$ cat src/rtl/core/kmc_pkg.sv
package kmc_pkg;

   // field widths
   localparam int COMMAND_W   = 3;
   localparam int TIME_W      = 32;
   localparam int KEY_INDEX_W = 4;
   localparam int DIRECTION_W = 2;
   localparam int KEY_MASK_W  = 12;
   localparam int MODE_W      = 2;
   localparam int KIND_W      = 3;
   localparam int LEVEL_W     = 7;
   localparam int WINDOW_W    = 16;
   localparam int CSR_INDEX_W = 1;
   localparam int CSR_DATA_W  = 32;

   // defaults
   localparam int NUM_KEYS_DEFAULT = 12;
   localparam logic [WINDOW_W-1:0] WINDOW_RESET  = 16'd400;
   localparam logic [TIME_W-1:0]   TIMEOUT_RESET = 32'd5000;

   // volume stepping
   localparam logic signed [8:0] VOL_STEP = 9'sd5;
   localparam logic signed [8:0] VOL_MAX  = 9'sd100;

   // register indexes
   localparam logic [CSR_INDEX_W-1:0] CSR_WINDOW  = 1'd0;
   localparam logic [CSR_INDEX_W-1:0] CSR_TIMEOUT = 1'd1;

   // event codes
   typedef enum logic [COMMAND_W-1:0] {
      CMD_KEY_CONFIG = 3'd0,
      CMD_COMPLETE   = 3'd1,
      CMD_CLICK      = 3'd2,
      CMD_KEY_PRESS  = 3'd3,
      CMD_VOLUME     = 3'd4,
      CMD_TICK       = 3'd5
   } cmd_type;

   // message codes
   typedef enum logic [KIND_W-1:0] {
      MSG_NONE     = 3'd0,
      MSG_MUTE_ON  = 3'd1,
      MSG_MUTE_OFF = 3'd2,
      MSG_KEY      = 3'd3,
      MSG_VOLUME   = 3'd4
   } msg_kind_type;

   // mode codes as seen on the result word
   localparam logic [MODE_W-1:0] MODE_INIT      = 2'd0;
   localparam logic [MODE_W-1:0] MODE_NORMAL    = 2'd1;
   localparam logic [MODE_W-1:0] MODE_BACKLIGHT = 2'd2;
   localparam logic [MODE_W-1:0] MODE_CMD_WAIT  = 2'd3;

   // controller state, one-hot
   typedef enum logic [3:0] {
      ST_INIT      = 4'b0001,
      ST_NORMAL    = 4'b0010,
      ST_BACKLIGHT = 4'b0100,
      ST_CMD_WAIT  = 4'b1000
   } state_type;

   typedef struct packed {
      logic [COMMAND_W-1:0]          command;
      logic [TIME_W-1:0]             now_ms;
      logic [KEY_INDEX_W-1:0]        key_index;
      logic signed [DIRECTION_W-1:0] direction;
      logic [KEY_MASK_W-1:0]         key_mask;
   } req_word_type;

   typedef struct packed {
      logic [MODE_W-1:0]  mode;
      logic [KIND_W-1:0]  message_kind;
      logic [LEVEL_W-1:0] message_value;
      logic               muted;
      logic [LEVEL_W-1:0] volume;
      logic               awaiting_response;
      logic               init_done;
   } rsp_word_type;

   typedef struct packed {
      logic [WINDOW_W-1:0] double_click_window;
      logic [TIME_W-1:0]   command_timeout;
   } cfg_type;

   function automatic logic [MODE_W-1:0] mode_code(input state_type st);
      logic [MODE_W-1:0] code;
      unique case (st)
         ST_INIT:      code = MODE_INIT;
         ST_NORMAL:    code = MODE_NORMAL;
         ST_BACKLIGHT: code = MODE_BACKLIGHT;
         ST_CMD_WAIT:  code = MODE_CMD_WAIT;
         default:      code = MODE_INIT;
      endcase
      return code;
   endfunction

endpackage

$ cat src/rtl/core/kmc_if.sv
interface kmc_req_if;
   import kmc_pkg::*;

   logic                          valid;
   logic                          ready;
   logic [COMMAND_W-1:0]          command;
   logic [TIME_W-1:0]             now_ms;
   logic [KEY_INDEX_W-1:0]        key_index;
   logic signed [DIRECTION_W-1:0] direction;
   logic [KEY_MASK_W-1:0]         key_mask;

   modport source (output valid, command, now_ms, key_index, direction, key_mask,
                   input ready);
   modport sink (input valid, command, now_ms, key_index, direction, key_mask,
                 output ready);
endinterface

interface kmc_rsp_if;
   import kmc_pkg::*;

   logic               valid;
   logic               ready;
   logic [MODE_W-1:0]  mode;
   logic [KIND_W-1:0]  message_kind;
   logic [LEVEL_W-1:0] message_value;
   logic               muted;
   logic [LEVEL_W-1:0] volume;
   logic               awaiting_response;
   logic               init_done;

   modport source (output valid, mode, message_kind, message_value, muted, volume,
                   awaiting_response, init_done,
                   input ready);
   modport sink (input valid, mode, message_kind, message_value, muted, volume,
                 awaiting_response, init_done,
                 output ready);
endinterface

$ cat src/rtl/core/kmc_csr.sv
module kmc_csr (
   input  logic                              clock,
   input  logic                              reset,
   input  logic                              csr_write_enable,
   input  logic [kmc_pkg::CSR_INDEX_W-1:0]   csr_index,
   input  logic [kmc_pkg::CSR_DATA_W-1:0]    csr_write_data,
   output kmc_pkg::cfg_type                  cfg
);
   import kmc_pkg::*;

   logic [WINDOW_W-1:0] window_ff, window_in;
   logic [TIME_W-1:0]   timeout_ff, timeout_in;

   // register write decode
   always_comb begin
      window_in  = window_ff;
      timeout_in = timeout_ff;
      if (csr_write_enable) begin
         unique case (csr_index)
            CSR_WINDOW:  window_in  = csr_write_data[WINDOW_W-1:0];
            CSR_TIMEOUT: timeout_in = csr_write_data[TIME_W-1:0];
            default: ;
         endcase
      end
   end

   always_ff @(posedge clock) begin
      if (reset) begin
         window_ff  <= WINDOW_RESET;
         timeout_ff <= TIMEOUT_RESET;
      end else begin
         window_ff  <= window_in;
         timeout_ff <= timeout_in;
      end
   end

   assign cfg.double_click_window = window_ff;
   assign cfg.command_timeout     = timeout_ff;

endmodule

$ cat src/rtl/core/kmc_fsm.sv
module kmc_fsm #(
   parameter int NUM_KEYS = kmc_pkg::NUM_KEYS_DEFAULT
) (
   input  logic                  clock,
   input  logic                  reset,
   input  logic                  advance,
   input  kmc_pkg::req_word_type req,
   input  kmc_pkg::cfg_type      cfg,
   output kmc_pkg::rsp_word_type rsp
);
   import kmc_pkg::*;

   state_type             state_ff, state_in;
   logic                  pending_ff, pending_in;
   logic [TIME_W-1:0]     last_click_ff, last_click_in;
   logic                  mute_ff, mute_in;
   logic [LEVEL_W-1:0]    volume_ff, volume_in;
   logic [TIME_W-1:0]     cmd_start_ff, cmd_start_in;
   logic [NUM_KEYS-1:0]   assigned_ff, assigned_in;
   logic                  wait_ff, wait_in;
   logic                  cfg_rcvd_ff, cfg_rcvd_in;

   logic [TIME_W-1:0]     since_click;
   logic [TIME_W-1:0]     since_cmd;
   logic                  click_late;
   logic                  cmd_timed_out;
   logic [31:0]           mask_ext;
   logic [31:0]           assigned_ext;
   logic [31:0]           key_sel;
   logic                  key_hit;
   logic signed [8:0]     vol_step;
   logic signed [8:0]     vol_sum;
   logic [LEVEL_W-1:0]    vol_sat;
   msg_kind_type          kind;
   logic [LEVEL_W-1:0]    value;

   // elapsed time compares, wrapping
   assign since_click   = req.now_ms - last_click_ff;
   assign since_cmd     = req.now_ms - cmd_start_ff;
   assign click_late    = since_click > {{(TIME_W-WINDOW_W){1'b0}}, cfg.double_click_window};
   assign cmd_timed_out = since_cmd > cfg.command_timeout;

   // key mask and assigned key lookup
   assign mask_ext     = 32'(req.key_mask);
   assign assigned_ext = 32'(assigned_ff);
   assign key_sel      = assigned_ext >> req.key_index;
   assign key_hit      = (32'(req.key_index) < 32'(NUM_KEYS)) && key_sel[0];

   // volume step with saturation
   always_comb begin
      unique case (req.direction)
         2'b01:   vol_step = VOL_STEP;
         2'b11:   vol_step = -VOL_STEP;
         2'b10:   vol_step = -(VOL_STEP <<< 1);
         default: vol_step = 9'sd0;
      endcase
      vol_sum = $signed({2'b00, volume_ff}) + vol_step;
      if (vol_sum < 9'sd0) begin
         vol_sat = '0;
      end else if (vol_sum > VOL_MAX) begin
         vol_sat = VOL_MAX[LEVEL_W-1:0];
      end else begin
         vol_sat = vol_sum[LEVEL_W-1:0];
      end
   end

   // per-event state update
   always_comb begin
      state_in      = state_ff;
      pending_in    = pending_ff;
      last_click_in = last_click_ff;
      mute_in       = mute_ff;
      volume_in     = volume_ff;
      cmd_start_in  = cmd_start_ff;
      assigned_in   = assigned_ff;
      wait_in       = wait_ff;
      cfg_rcvd_in   = cfg_rcvd_ff;
      kind          = MSG_NONE;
      value         = '0;

      unique case (state_ff)
         ST_INIT: begin
            if (req.command == CMD_KEY_CONFIG) begin
               assigned_in   = mask_ext[NUM_KEYS-1:0];
               cfg_rcvd_in   = 1'b1;
               state_in      = ST_NORMAL;
               pending_in    = 1'b0;
               last_click_in = '0;
            end
         end
         ST_NORMAL: begin
            if (req.command == CMD_CLICK) begin
               if (pending_ff) begin
                  if (!click_late) begin
                     state_in      = ST_BACKLIGHT;
                     pending_in    = 1'b0;
                     last_click_in = '0;
                  end
               end else if (click_late) begin
                  mute_in       = !mute_ff;
                  kind          = mute_ff ? MSG_MUTE_OFF : MSG_MUTE_ON;
                  pending_in    = 1'b1;
                  last_click_in = req.now_ms;
               end
            end else if (req.command == CMD_KEY_PRESS) begin
               if (key_hit) begin
                  kind         = MSG_KEY;
                  value        = LEVEL_W'(req.key_index);
                  cmd_start_in = req.now_ms;
                  wait_in      = 1'b1;
                  state_in     = ST_CMD_WAIT;
               end
            end else if (req.command == CMD_VOLUME) begin
               volume_in = vol_sat;
               kind      = MSG_VOLUME;
               value     = vol_sat;
            end else if (req.command == CMD_TICK) begin
               if (pending_ff && click_late) begin
                  pending_in = 1'b0;
               end
            end
         end
         ST_BACKLIGHT: begin
            if (req.command == CMD_CLICK) begin
               if (pending_ff) begin
                  if (!click_late) begin
                     state_in      = ST_NORMAL;
                     pending_in    = 1'b0;
                     last_click_in = '0;
                  end
               end else begin
                  pending_in    = 1'b1;
                  last_click_in = req.now_ms;
               end
            end else if (req.command == CMD_TICK) begin
               if (pending_ff && click_late) begin
                  pending_in = 1'b0;
               end
            end
         end
         ST_CMD_WAIT: begin
            if (req.command == CMD_COMPLETE || (req.command == CMD_TICK && cmd_timed_out)) begin
               wait_in       = 1'b0;
               state_in      = ST_NORMAL;
               pending_in    = 1'b0;
               last_click_in = '0;
            end
         end
         default: state_in = ST_INIT;
      endcase
   end

   // state registers, updated once per word
   always_ff @(posedge clock) begin
      if (reset) begin
         state_ff      <= ST_INIT;
         pending_ff    <= 1'b0;
         last_click_ff <= '0;
         mute_ff       <= 1'b0;
         volume_ff     <= '0;
         cmd_start_ff  <= '0;
         assigned_ff   <= '0;
         wait_ff       <= 1'b0;
         cfg_rcvd_ff   <= 1'b0;
      end else if (advance) begin
         state_ff      <= state_in;
         pending_ff    <= pending_in;
         last_click_ff <= last_click_in;
         mute_ff       <= mute_in;
         volume_ff     <= volume_in;
         cmd_start_ff  <= cmd_start_in;
         assigned_ff   <= assigned_in;
         wait_ff       <= wait_in;
         cfg_rcvd_ff   <= cfg_rcvd_in;
      end
   end

   // result word reflects state after the event
   assign rsp.mode              = mode_code(state_in);
   assign rsp.message_kind      = kind;
   assign rsp.message_value     = value;
   assign rsp.muted             = mute_in;
   assign rsp.volume            = volume_in;
   assign rsp.awaiting_response = wait_in;
   assign rsp.init_done         = cfg_rcvd_in;

endmodule

$ cat src/rtl/core/keypad_mode_controller.sv
// Mode controller for a macro keypad: each request word is one timestamped event
// (key config, command complete, encoder click, key press, volume turn, tick) and
// yields exactly one response word with the mode, any message and the status
// after that event. One word is accepted per clock unless a stalled response holds
// the input register. The event is evaluated out of the input register and the
// result lands in the output register on the same edge as the state registers
// update. A stalled response holds at most one more word in the input register
// before the request side stalls. The user must write the double click window and
// the command timeout through the csr port only while no event is in flight; the
// block itself does not enforce this. No memory clearing is needed after reset.
module keypad_mode_controller #(
   parameter int NUM_KEYS = kmc_pkg::NUM_KEYS_DEFAULT
) (
   input  logic                            clock,
   input  logic                            reset,
   kmc_req_if.sink                         req_if,
   kmc_rsp_if.source                       rsp_if,
   input  logic                            csr_write_enable,
   input  logic [kmc_pkg::CSR_INDEX_W-1:0] csr_index,
   input  logic [kmc_pkg::CSR_DATA_W-1:0]  csr_write_data
);
   import kmc_pkg::*;

   req_word_type in_word_ff, in_word_in;
   logic         in_valid_ff, in_valid_in;
   rsp_word_type out_word_ff, out_word_in;
   logic         out_valid_ff, out_valid_in;
   logic         advance;
   logic         req_take;
   cfg_type      cfg;
   rsp_word_type step_rsp;

   kmc_csr u_csr (
      .clock            (clock),
      .reset            (reset),
      .csr_write_enable (csr_write_enable),
      .csr_index        (csr_index),
      .csr_write_data   (csr_write_data),
      .cfg              (cfg)
   );

   kmc_fsm #(
      .NUM_KEYS (NUM_KEYS)
   ) u_fsm (
      .clock   (clock),
      .reset   (reset),
      .advance (advance),
      .req     (in_word_ff),
      .cfg     (cfg),
      .rsp     (step_rsp)
   );

   // pipeline flow control
   assign advance      = in_valid_ff && (!out_valid_ff || rsp_if.ready);
   assign req_if.ready = !in_valid_ff || advance;
   assign req_take     = req_if.valid && req_if.ready;

   // input register
   always_comb begin
      in_valid_in = in_valid_ff;
      in_word_in  = in_word_ff;
      if (req_take) begin
         in_valid_in          = 1'b1;
         in_word_in.command   = req_if.command;
         in_word_in.now_ms    = req_if.now_ms;
         in_word_in.key_index = req_if.key_index;
         in_word_in.direction = req_if.direction;
         in_word_in.key_mask  = req_if.key_mask;
      end else if (advance) begin
         in_valid_in = 1'b0;
      end
   end

   // output register
   always_comb begin
      out_valid_in = out_valid_ff;
      out_word_in  = out_word_ff;
      if (advance) begin
         out_valid_in = 1'b1;
         out_word_in  = step_rsp;
      end else if (rsp_if.ready) begin
         out_valid_in = 1'b0;
      end
   end

   always_ff @(posedge clock) begin
      if (reset) begin
         in_valid_ff  <= 1'b0;
         out_valid_ff <= 1'b0;
      end else begin
         in_valid_ff  <= in_valid_in;
         out_valid_ff <= out_valid_in;
      end
   end

   always_ff @(posedge clock) begin
      in_word_ff  <= in_word_in;
      out_word_ff <= out_word_in;
   end

   assign rsp_if.valid             = out_valid_ff;
   assign rsp_if.mode              = out_word_ff.mode;
   assign rsp_if.message_kind      = out_word_ff.message_kind;
   assign rsp_if.message_value     = out_word_ff.message_value;
   assign rsp_if.muted             = out_word_ff.muted;
   assign rsp_if.volume            = out_word_ff.volume;
   assign rsp_if.awaiting_response = out_word_ff.awaiting_response;
   assign rsp_if.init_done         = out_word_ff.init_done;

endmodule
$ cat src/flat_wrapper.sv
// flat-port wrapper written by rule: the top's interface ports become plain ports
module keypad_mode_controller_flat import kmc_pkg::*;
#(
   parameter int NUM_KEYS = kmc_pkg::NUM_KEYS_DEFAULT
)
  (clock, reset, csr_write_enable, csr_index, csr_write_data, req_if_valid, req_if_command, req_if_now_ms, req_if_key_index, req_if_direction, req_if_key_mask, req_if_ready, rsp_if_valid, rsp_if_mode, rsp_if_message_kind, rsp_if_message_value, rsp_if_muted, rsp_if_volume, rsp_if_awaiting_response, rsp_if_init_done, rsp_if_ready);
  kmc_req_if req_if_i ();
  kmc_rsp_if rsp_if_i ();
  input  logic clock;
  input  logic reset;
  input  logic csr_write_enable;
  input  logic [kmc_pkg::CSR_INDEX_W-1:0] csr_index;
  input  logic [kmc_pkg::CSR_DATA_W-1:0] csr_write_data;
  input wire logic [$bits(req_if_i.valid)-1:0] req_if_valid;
  input wire logic [$bits(req_if_i.command)-1:0] req_if_command;
  input wire logic [$bits(req_if_i.now_ms)-1:0] req_if_now_ms;
  input wire logic [$bits(req_if_i.key_index)-1:0] req_if_key_index;
  input wire logic [$bits(req_if_i.direction)-1:0] req_if_direction;
  input wire logic [$bits(req_if_i.key_mask)-1:0] req_if_key_mask;
  output wire logic [$bits(req_if_i.ready)-1:0] req_if_ready;
  output wire logic [$bits(rsp_if_i.valid)-1:0] rsp_if_valid;
  output wire logic [$bits(rsp_if_i.mode)-1:0] rsp_if_mode;
  output wire logic [$bits(rsp_if_i.message_kind)-1:0] rsp_if_message_kind;
  output wire logic [$bits(rsp_if_i.message_value)-1:0] rsp_if_message_value;
  output wire logic [$bits(rsp_if_i.muted)-1:0] rsp_if_muted;
  output wire logic [$bits(rsp_if_i.volume)-1:0] rsp_if_volume;
  output wire logic [$bits(rsp_if_i.awaiting_response)-1:0] rsp_if_awaiting_response;
  output wire logic [$bits(rsp_if_i.init_done)-1:0] rsp_if_init_done;
  input wire logic [$bits(rsp_if_i.ready)-1:0] rsp_if_ready;
  assign req_if_i.valid = req_if_valid;
  assign req_if_i.command = req_if_command;
  assign req_if_i.now_ms = req_if_now_ms;
  assign req_if_i.key_index = req_if_key_index;
  assign req_if_i.direction = req_if_direction;
  assign req_if_i.key_mask = req_if_key_mask;
  assign req_if_ready = req_if_i.ready;
  assign rsp_if_valid = rsp_if_i.valid;
  assign rsp_if_mode = rsp_if_i.mode;
  assign rsp_if_message_kind = rsp_if_i.message_kind;
  assign rsp_if_message_value = rsp_if_i.message_value;
  assign rsp_if_muted = rsp_if_i.muted;
  assign rsp_if_volume = rsp_if_i.volume;
  assign rsp_if_awaiting_response = rsp_if_i.awaiting_response;
  assign rsp_if_init_done = rsp_if_i.init_done;
  assign rsp_if_i.ready = rsp_if_ready;
  keypad_mode_controller #(.NUM_KEYS(NUM_KEYS)) u_core (.clock(clock), .reset(reset), .req_if(req_if_i), .rsp_if(rsp_if_i), .csr_write_enable(csr_write_enable), .csr_index(csr_index), .csr_write_data(csr_write_data));
endmodule
$ cat config.mk
export PLATFORM = sky130hd
export DESIGN_NAME = keypad_mode_controller_flat
export DESIGN_NICKNAME = d
export VERILOG_FILES = /design/src/rtl/core/kmc_pkg.sv /design/src/rtl/core/kmc_if.sv /design/src/rtl/core/kmc_csr.sv /design/src/rtl/core/kmc_fsm.sv /design/src/rtl/core/keypad_mode_controller.sv /design/src/flat_wrapper.sv
export SDC_FILE = /design/constraint.sdc
export NUM_CORES = 1
export LEC_CHECK = 0
export BUFFER_PORTS_ARGS = -buffer_cell sky130_fd_sc_hd__buf_2
export CAP_MARGIN = 20
export CORE_MARGIN = 10
export CORE_UTILIZATION = 55
export DETAILED_ROUTE_END_ITERATION = 16
export PLACE_DENSITY = 0.77
export SLEW_MARGIN = 20
export SYNTH_ARGS = -nofsm -noshare
export SYNTH_HDL_FRONTEND = slang
export SYNTH_SLANG_ARGS = --single-unit
$ cat constraint.sdc
create_clock -name clock -period 5.8 [get_ports clock]
set_input_delay 0.87 -clock clock [delete_from_list [all_inputs] [get_ports clock]]
set_output_delay 0.87 -clock clock [all_outputs]
set_load 0.1 [all_outputs]
==> results.yml, run 1 <==
placement:
  detailed_place_hpwl_um: 24300
  port_buf_inserts: 114
  postPlaceCellArea_um2: 14100
  numPlacedInstances: 1910
  gpl.final_weighted_congestion: 0.927
clock_tree:
  cts_buffers: 24
  cts.path.max_buffers: 3
  clkLatencyLatePin_ps: 530
  cts.clk_slew.worst_paths_ps: 60
  cts_num_sinks: 216
  clockRootBuffer: "sky130_fd_sc_hd__clkbuf_16"
  ctsHoldBuffers: 0
  tritoncts: "built"
  cts_htree_levels: 1
final_layout:
  most-common-layout-cells: "sky130_fd_sc_hd__nand2_1 (248), sky130_fd_sc_hd__a21oi_1 (162), sky130_fd_sc_hd__dfxtp_1 (141), sky130_fd_sc_hd__inv_1 (134), sky130_fd_sc_hd__ha_1 (120)"
  num_antenna_cells: 0
  layout.filler_cells: 2044
  layout.cell_area.non_filler_um2: 15100
  layout.cells.most_common: "sky130_fd_sc_hd__nand2_1"
  final_net_count: 1836
  number_of_standard_cells_in_the_final_layout_excluding_fillers: 1957
  drive_gt1_share_pct: 15.7
  syn_to_final_growth_pct: 12.9
power_and_ir_drop:
  power.density_cell_area_nw_per_um2: 254
  pwr-share-clk_pct: 41.1
  sequential_power_share_pct: 43.2
  max-vdd-ir-drop_mv: 0.263
  swShare_pct: 27.0
  cellInternalPower_w: 0.00280
  combinationalPowerShare_pct: 15.6
  leakagePower_nw: 5.97
  power_switching_w: 0.00103
synth:
  synth_seq_area_share_pct: 38.0
  yosys_register_bits: 216
  synthesis.nets: 1736
  synthArstFlopShare_pct: 0
  synth_edf_count: 75
  yosysUniqueCellTypes: 88
  synth_warnings: 0
  synthDominantCellAreaShare_pct: 21.1
  ys_dominant_reg_cell: "sky130_fd_sc_hd__dfxtp_1"
  post_synth.cell_area_avg_um2: 8.80
  synth.area.top_cells: "sky130_fd_sc_hd__dfxtp_1 (21%), sky130_fd_sc_hd__edfxtp_1 (17%), sky130_fd_sc_hd__ha_1 (11%)"
  post_synthesis_cell_count: 1520
  netlist.top_cell.by_area: "sky130_fd_sc_hd__dfxtp_1"
  mappedNetlistArea_um2: 13400
detailed_routing:
  routed_via_density: 5.70
  wl_um: 33200
  drc: 0
  detailedRoute.firstPassIterationCount: 5
  via_count: 11200
  wl_per_cell_um: 17.0
  drt_iter0_drc: 892
  antenna_violating_nets_post_route: 0
hold_path:
  hold_path_startpoint: "u_core.u_fsm.assigned_ff[2]"
  whs_endpoint: "u_core.u_fsm.assigned_ff[2]"
  whs_path_depth: 2
  min_path_type: "reg2reg"
setup_path:
  critPathArrivalTime_ps: 5930
  worstSetupPathType: "reg2reg"
  critical_path.reg2reg.endpoint: "u_core.u_fsm.last_click_ff[18]"
  critical_path.startpoint_type: "flop"
  regToRegStartpoint: "u_core.in_word_ff[22]"
  worstRegToRegCells: 24
  critPathCaptureType: "flop"
  worstPathMaxFanout: 32
  required_ps: 6210
  startpoint: "u_core.in_word_ff[22]"
  setup.reg_to_reg.worst_slack_ps: 280
floorplan:
  initial_utilization_pct: 56.5
  floorplan.rows: 56
  fp.dieW_um: 176
  die_area_um2: 30900
  chipHeight_um: 176
  core_area_um2: 23700
  number_of_primary_i_o_pins: 115
sta:
  period_share_pct: 95.2
  worst_slew_pin_slew_ps: 898
  finalWorstPathRequiredPeriod_ps: 5520
  timing.max_slew.rel_slack_pct: 40.0
  final_clock_skew_ps: 14.2
  finalSetupViolations: 0
  final_report_hold_violation_count: 0
  max_clock_freq_mhz: 181
  timing_max_transition_violations_final: 0
global_route:
  grt_pass1_wl_um: 53600
  globalRouteMet1Util_pct: 26.0
  largest_net_degree_at_the_start_of_global_routing: 74
  antenna_found_initial: 0
  globalRouteMet3Util_pct: 2.55
  global_routing_usage_summed_across_all_routing_layers_pct: 20.7
  globalRoute.totalOverflow: 0
  grt-busiest-layer: "met2"
  grt_pass1_vias: 10900
  grtUsageMet2_pct: 36.2
status:
  status: "complete, no violations"
job:
  max_cap_violations: 0
## metal layers
metal	up-vias	share of wire, %
li1	5585	-
met4	0	3.0
met5	-	0
met1	5214	44
met2	286	49
met3	69	4.3
## cell type report
type / count / area [um2] / share of cell area [%]
Tap cell: 319 / 399 / 2.64
Sequential cell: 216 / 5070 / 33.6
Inverter: 135 / 507 / 3.36
Clock buffer: 33 / 751 / 4.97
Timing Repair Buffer: 132 / 732 / 4.85
Multi-Input combinational cell: 1111 / 7550 / 50.0
Clock inverter: 11 / 80.1 / 0.530
## synth_stat cells, drive strengths merged (3+ instances only)
master,number
nand2,250
a21oi,168
dfxtp,141
inv,134
ha,122
edfxtp,75
nor2,69
nand3,55
o211ai,42
a21o,41
nand3b,41
clkbuf,40
o21ai,39
xnor2,39
nor3,24
a211oi,17
buf,17
nand2b,17
and3,15
nand4,15
xor2,15
and2,11
o21bai,11
o21a,10
nor2b,9
a211o,6
a31oi,6
or2,6
a2111oi,5
a32oi,5
mux2i,5
or3,5
a21boi,4
a221o,4
nor4,4
a22oi,3
a311oi,3
a31o,3
and4,3
fa,3
mux4,3
nand4b,3
o311ai,3
## cells by family (layout without fill, tap and decap cells)
| kind of cell | after synthesis | count (layout) | synth area share (%) |
|---|---|---|---|
| AOI/OAI and AO/OA | 388 | 388 | 20.1 |
| xor gates and xnor gates | 54 | 54 | 3.54 |
| muxes | 9 | 9 | 0.964 |
| DFF | 216 | 216 | 38.0 |
| buffers and inverters | 193 | 311 | 6.45 |
| adders and majority gates | 125 | 125 | 11.9 |
| and+or+nand+nor | 535 | 535 | 19.1 |
## flip-flops by register name, indices dropped and copies added (netlist names), 3 cells and up
signal,flops
u_core.rsp_if.volume,7
u_core.u_fsm.volume_ff,7
u_core.u_csr.window_ff,16
u_core.u_fsm.last_click_ff,32
u_core.u_fsm.cmd_start_ff,32
u_core.u_fsm.state_ff,4
u_core.rsp_if.message_kind,3
u_core.in_word_ff,53
u_core.rsp_if.message_value,7
u_core.u_csr.timeout_ff,32
u_core.u_fsm.assigned_ff,12
## per-stage QoR
step | setup slack [ps] | hold slack, ps | power, W | setup TNS (ps) | utilization (%)
2_1_floorplan | 158 | 429 | 0.00211 | 0 | -
3_3_place_gp | 155 | 437 | 0.00225 | 0 | 59.6
3_5_place_dp | -73.5 | 446 | 0.00227 | -1650 | 59.6
4_1_cts | 27.2 | 455 | 0.00384 | 0 | 63.2
5_1_grt | -48.7 | 468 | 0.00399 | -561 | 63.7
6_report | 277 | 451 | 0.00383 | 0 | 63.7
## power by group through the flow
| stage | combinational, W | clock, W | sequential [W] |
|---|---|---|---|
| after floorplan | 0.000388 | 0 | 0.00172 |
| after global placement | 0.000566 | 0 | 0.00169 |
| after detailed placement | 0.000580 | 0 | 0.00169 |
| after CTS | 0.000585 | 0.00160 | 0.00166 |
| after global routing | 0.000666 | 0.00167 | 0.00166 |
| final | 0.000599 | 0.00158 | 0.00166 |
## worst max-delay path, cell delays in order (launching register included)
cell                       delay [ps]
sky130_fd_sc_hd__edfxtp_1         450
sky130_fd_sc_hd__ha_1             390
sky130_fd_sc_hd__or2_2            310
sky130_fd_sc_hd__a21oi_1          270
sky130_fd_sc_hd__a211oi_1         120
sky130_fd_sc_hd__o32ai_1          380
sky130_fd_sc_hd__buf_4            200
sky130_fd_sc_hd__o21bai_2          90
sky130_fd_sc_hd__a211oi_2         300
sky130_fd_sc_hd__o21a_1           230
sky130_fd_sc_hd__o21ai_0          100
sky130_fd_sc_hd__a21oi_1          180
sky130_fd_sc_hd__xnor2_1           80
sky130_fd_sc_hd__ha_1             300
sky130_fd_sc_hd__nand4_1          190
sky130_fd_sc_hd__nor4_4           350
sky130_fd_sc_hd__nand3_1          140
sky130_fd_sc_hd__a22oi_2          230
sky130_fd_sc_hd__nand3_2          160
sky130_fd_sc_hd__o21ai_2          220
sky130_fd_sc_hd__a21oi_1           70
sky130_fd_sc_hd__and3_1           190
sky130_fd_sc_hd__buf_6            190
sky130_fd_sc_hd__nand3b_1         150
sky130_fd_sc_hd__o211ai_2         100
## worst max-delay path by stage
stage	cells after the start	slack (ps)	to
after global placement	24	160	u_core.u_fsm.last_click_ff[27]
after detailed placement	24	-70	u_core.u_fsm.last_click_ff[16]
final	24	280	u_core.u_fsm.last_click_ff[18]
after global routing	24	-50	u_core.u_fsm.last_click_ff[27]
after CTS	24	30	u_core.u_fsm.last_click_ff[18]
after floorplan	24	160	u_core.u_fsm.last_click_ff[21]
## what timing repair did
item / in CTS / in global routing
gates resized for setup: 3 / 18
setup buffers: 0 / 2
setup endpoints to repair: 32 / 38
gates cloned: 0 / 0
pin swaps: 0 / 7
Power figures use the tool's default switching activity.
==> run 2: changes to the inputs <==
- CORE_UTILIZATION: 55 -> 57
- CTS_BUF_LIST: unset -> sky130_fd_sc_hd__clkbuf_2 sky130_fd_sc_hd__clkbuf_4 sky130_fd_sc_hd__clkbuf_8
- PLACE_DENSITY: 0.77 -> 0.8
==> results.yml, run 2 (same netlist as run 1, synthesis figures left out) <==
power_and_ir_drop:
  combinationalPowerShare_pct: 15.9
  swShare_pct: 27.3
  sequential_power_share_pct: 43.9
  leakagePower_nw: 5.99
  power_switching_w: 0.00103
  max-vdd-ir-drop_mv: 0.209
  cellInternalPower_w: 0.00274
  power.density_cell_area_nw_per_um2: 250
  pwr-share-clk_pct: 40.1
global_route:
  largest_net_degree_at_the_start_of_global_routing: 97
  globalRoute.totalOverflow: 0
  grt_pass1_vias: 11200
  grt_pass1_wl_um: 53900
  antenna_found_initial: 0
  global_routing_usage_summed_across_all_routing_layers_pct: 21.2
detailed_routing:
  via_count: 11500
  drc: 0
  wl_per_cell_um: 16.9
  drt_iter0_drc: 757
  wl_um: 33300
  detailedRoute.firstPassIterationCount: 5
  routed_via_density: 5.79
  antenna_violating_nets_post_route: 0
final_layout:
  drive_gt1_share_pct: 17.0
  most-common-layout-cells: "sky130_fd_sc_hd__nand2_1 (248), sky130_fd_sc_hd__a21oi_1 (162), sky130_fd_sc_hd__dfxtp_1 (141), sky130_fd_sc_hd__inv_1 (134), sky130_fd_sc_hd__ha_1 (121)"
  final_net_count: 1851
  layout.cells.most_common: "sky130_fd_sc_hd__nand2_1"
  number_of_standard_cells_in_the_final_layout_excluding_fillers: 1977
  largest_register_ffs: 53
  num_antenna_cells: 0
  max_flop_register: "u_core.in_word_ff"
  syn_to_final_growth_pct: 12.7
setup_path:
  critPathTopFamily: "compound AO/OA/AOI/OAI gates"
  critical_path.startpoint_type: "flop"
  required_ps: 6250
  worstPathMaxFanout: 19
  timing.critical_path.slowest_stage_cell: "sky130_fd_sc_hd__fa_1"
  worstSetupPathType: "reg2reg"
  max_stage_delay_ps: 450
  critPathCaptureType: "flop"
  cp_num_buf_inv: 3
  critPathArrivalTime_ps: 6010
clock_tree:
  cts.clk_slew.worst_paths_ps: 60
  cts_num_sinks: 216
  cts_buffers: 37
  tritoncts: "built"
  clkLatencyLatePin_ps: 550
  ctsHoldBuffers: 0
  cts.path.max_buffers: 3
  cts_htree_levels: 2
  clockRootBuffer: "sky130_fd_sc_hd__clkbuf_8"
sta:
  final_report_hold_violation_count: 0
  timing.final.ws_setup_ps: 240
  final_clock_skew_ps: 25.4
  timing_max_transition_violations_final: 0
  worst_slew_pin_slew_ps: 1090
  timing.max_slew.rel_slack_pct: 27.5
  finalSetupViolations: 0
  finalWorstPathRequiredPeriod_ps: 5560
  period_share_pct: 95.9
  max_clock_freq_mhz: 180
floorplan:
  chipHeight_um: 173
  number_of_primary_i_o_pins: 115
  floorplan.rows: 55
  die_area_um2: 30000
  fp.dieW_um: 173
  initial_utilization_pct: 58.5
  core_area_um2: 22800
placement:
  gpl.final_weighted_congestion: 0.915
  detailed_place_hpwl_um: 24400
  numPlacedInstances: 1904
  place_worst_setup_slack_ps: -34.0
  port_buf_inserts: 114
job:
  max_cap_violations: 0
status:
  status: "complete, no violations"
hold_path:
  min_path_type: "reg2reg"
-- run 2: final timing paths --
| path | from | slack, ps | endpoint | cells after the start |
|---|---|---|---|---|
| setup / recovery | u_core.in_word_ff[18] | 240 | u_core.u_fsm.last_click_ff[31] | 26 |
| hold / removal | u_core.u_fsm.assigned_ff[3] | 450 | u_core.u_fsm.assigned_ff[3] | 2 |
| setup reg to reg | u_core.in_word_ff[18] | 240 | u_core.u_fsm.last_click_ff[31] | 26 |
| hold reg to reg | u_core.u_fsm.assigned_ff[3] | 450 | u_core.u_fsm.assigned_ff[3] | 2 |
-- run 2: cell type report --
cell class,instances,area [um2]
fill,1930,7780
multi-input combinational,1111,7520
sequential,216,5070
timing repair buffer,134,747
clock buffer,59,731
inverter,135,507
tap,313,392
clock inverter,9,97.6
-- run 2: power by group through the flow --
stage	registers (W)	logic [W]	clock network [W]
final	0.00166	0.000601	0.00151
after global routing	0.00166	0.000668	0.00161
after CTS	0.00166	0.000587	0.00154
after detailed placement	0.00169	0.000582	0
after global placement	0.00169	0.000565	0
after floorplan	0.00172	0.000388	0
-- run 2: tightest hold or removal path, delay by kind of cell (launching register included) --
kind | cells | cell delay [ps]
AO/OA/AOI/OAI | 1 | 50
flip-flops | 1 | 310
AND/OR/NAND/NOR | 1 | 50
-- run 2: metal layers --
layer,routed length [um],track usage (%)
met2,16300,36.8
met5,0,0
met3,1670,3.44
met4,816,7.19
met1,14500,26.2
-- run 2: what timing repair did --
| action | in CTS | in global routing |
|---|---|---|
| endpoints found under the setup margin | 32 | 35 |
| gates cloned | 0 | 0 |
| gates resized for setup | 1 | 14 |
| pin swaps | 0 | 7 |
| setup buffers | 0 | 4 |
-- run 2: stage by stage --
step                      util, %  power, W  hold slack [ps]  area [um2]  TNS (ps)
final                        65.9   0.00377              452       15100         0
after global routing         65.9   0.00394              470       15100      -490
after CTS                    65.4   0.00378              452       14900         0
after detailed placement     61.8   0.00227              443       14100      -634
after global placement       61.8   0.00225              436       14100         0
after floorplan                 -   0.00211              429       13400         0
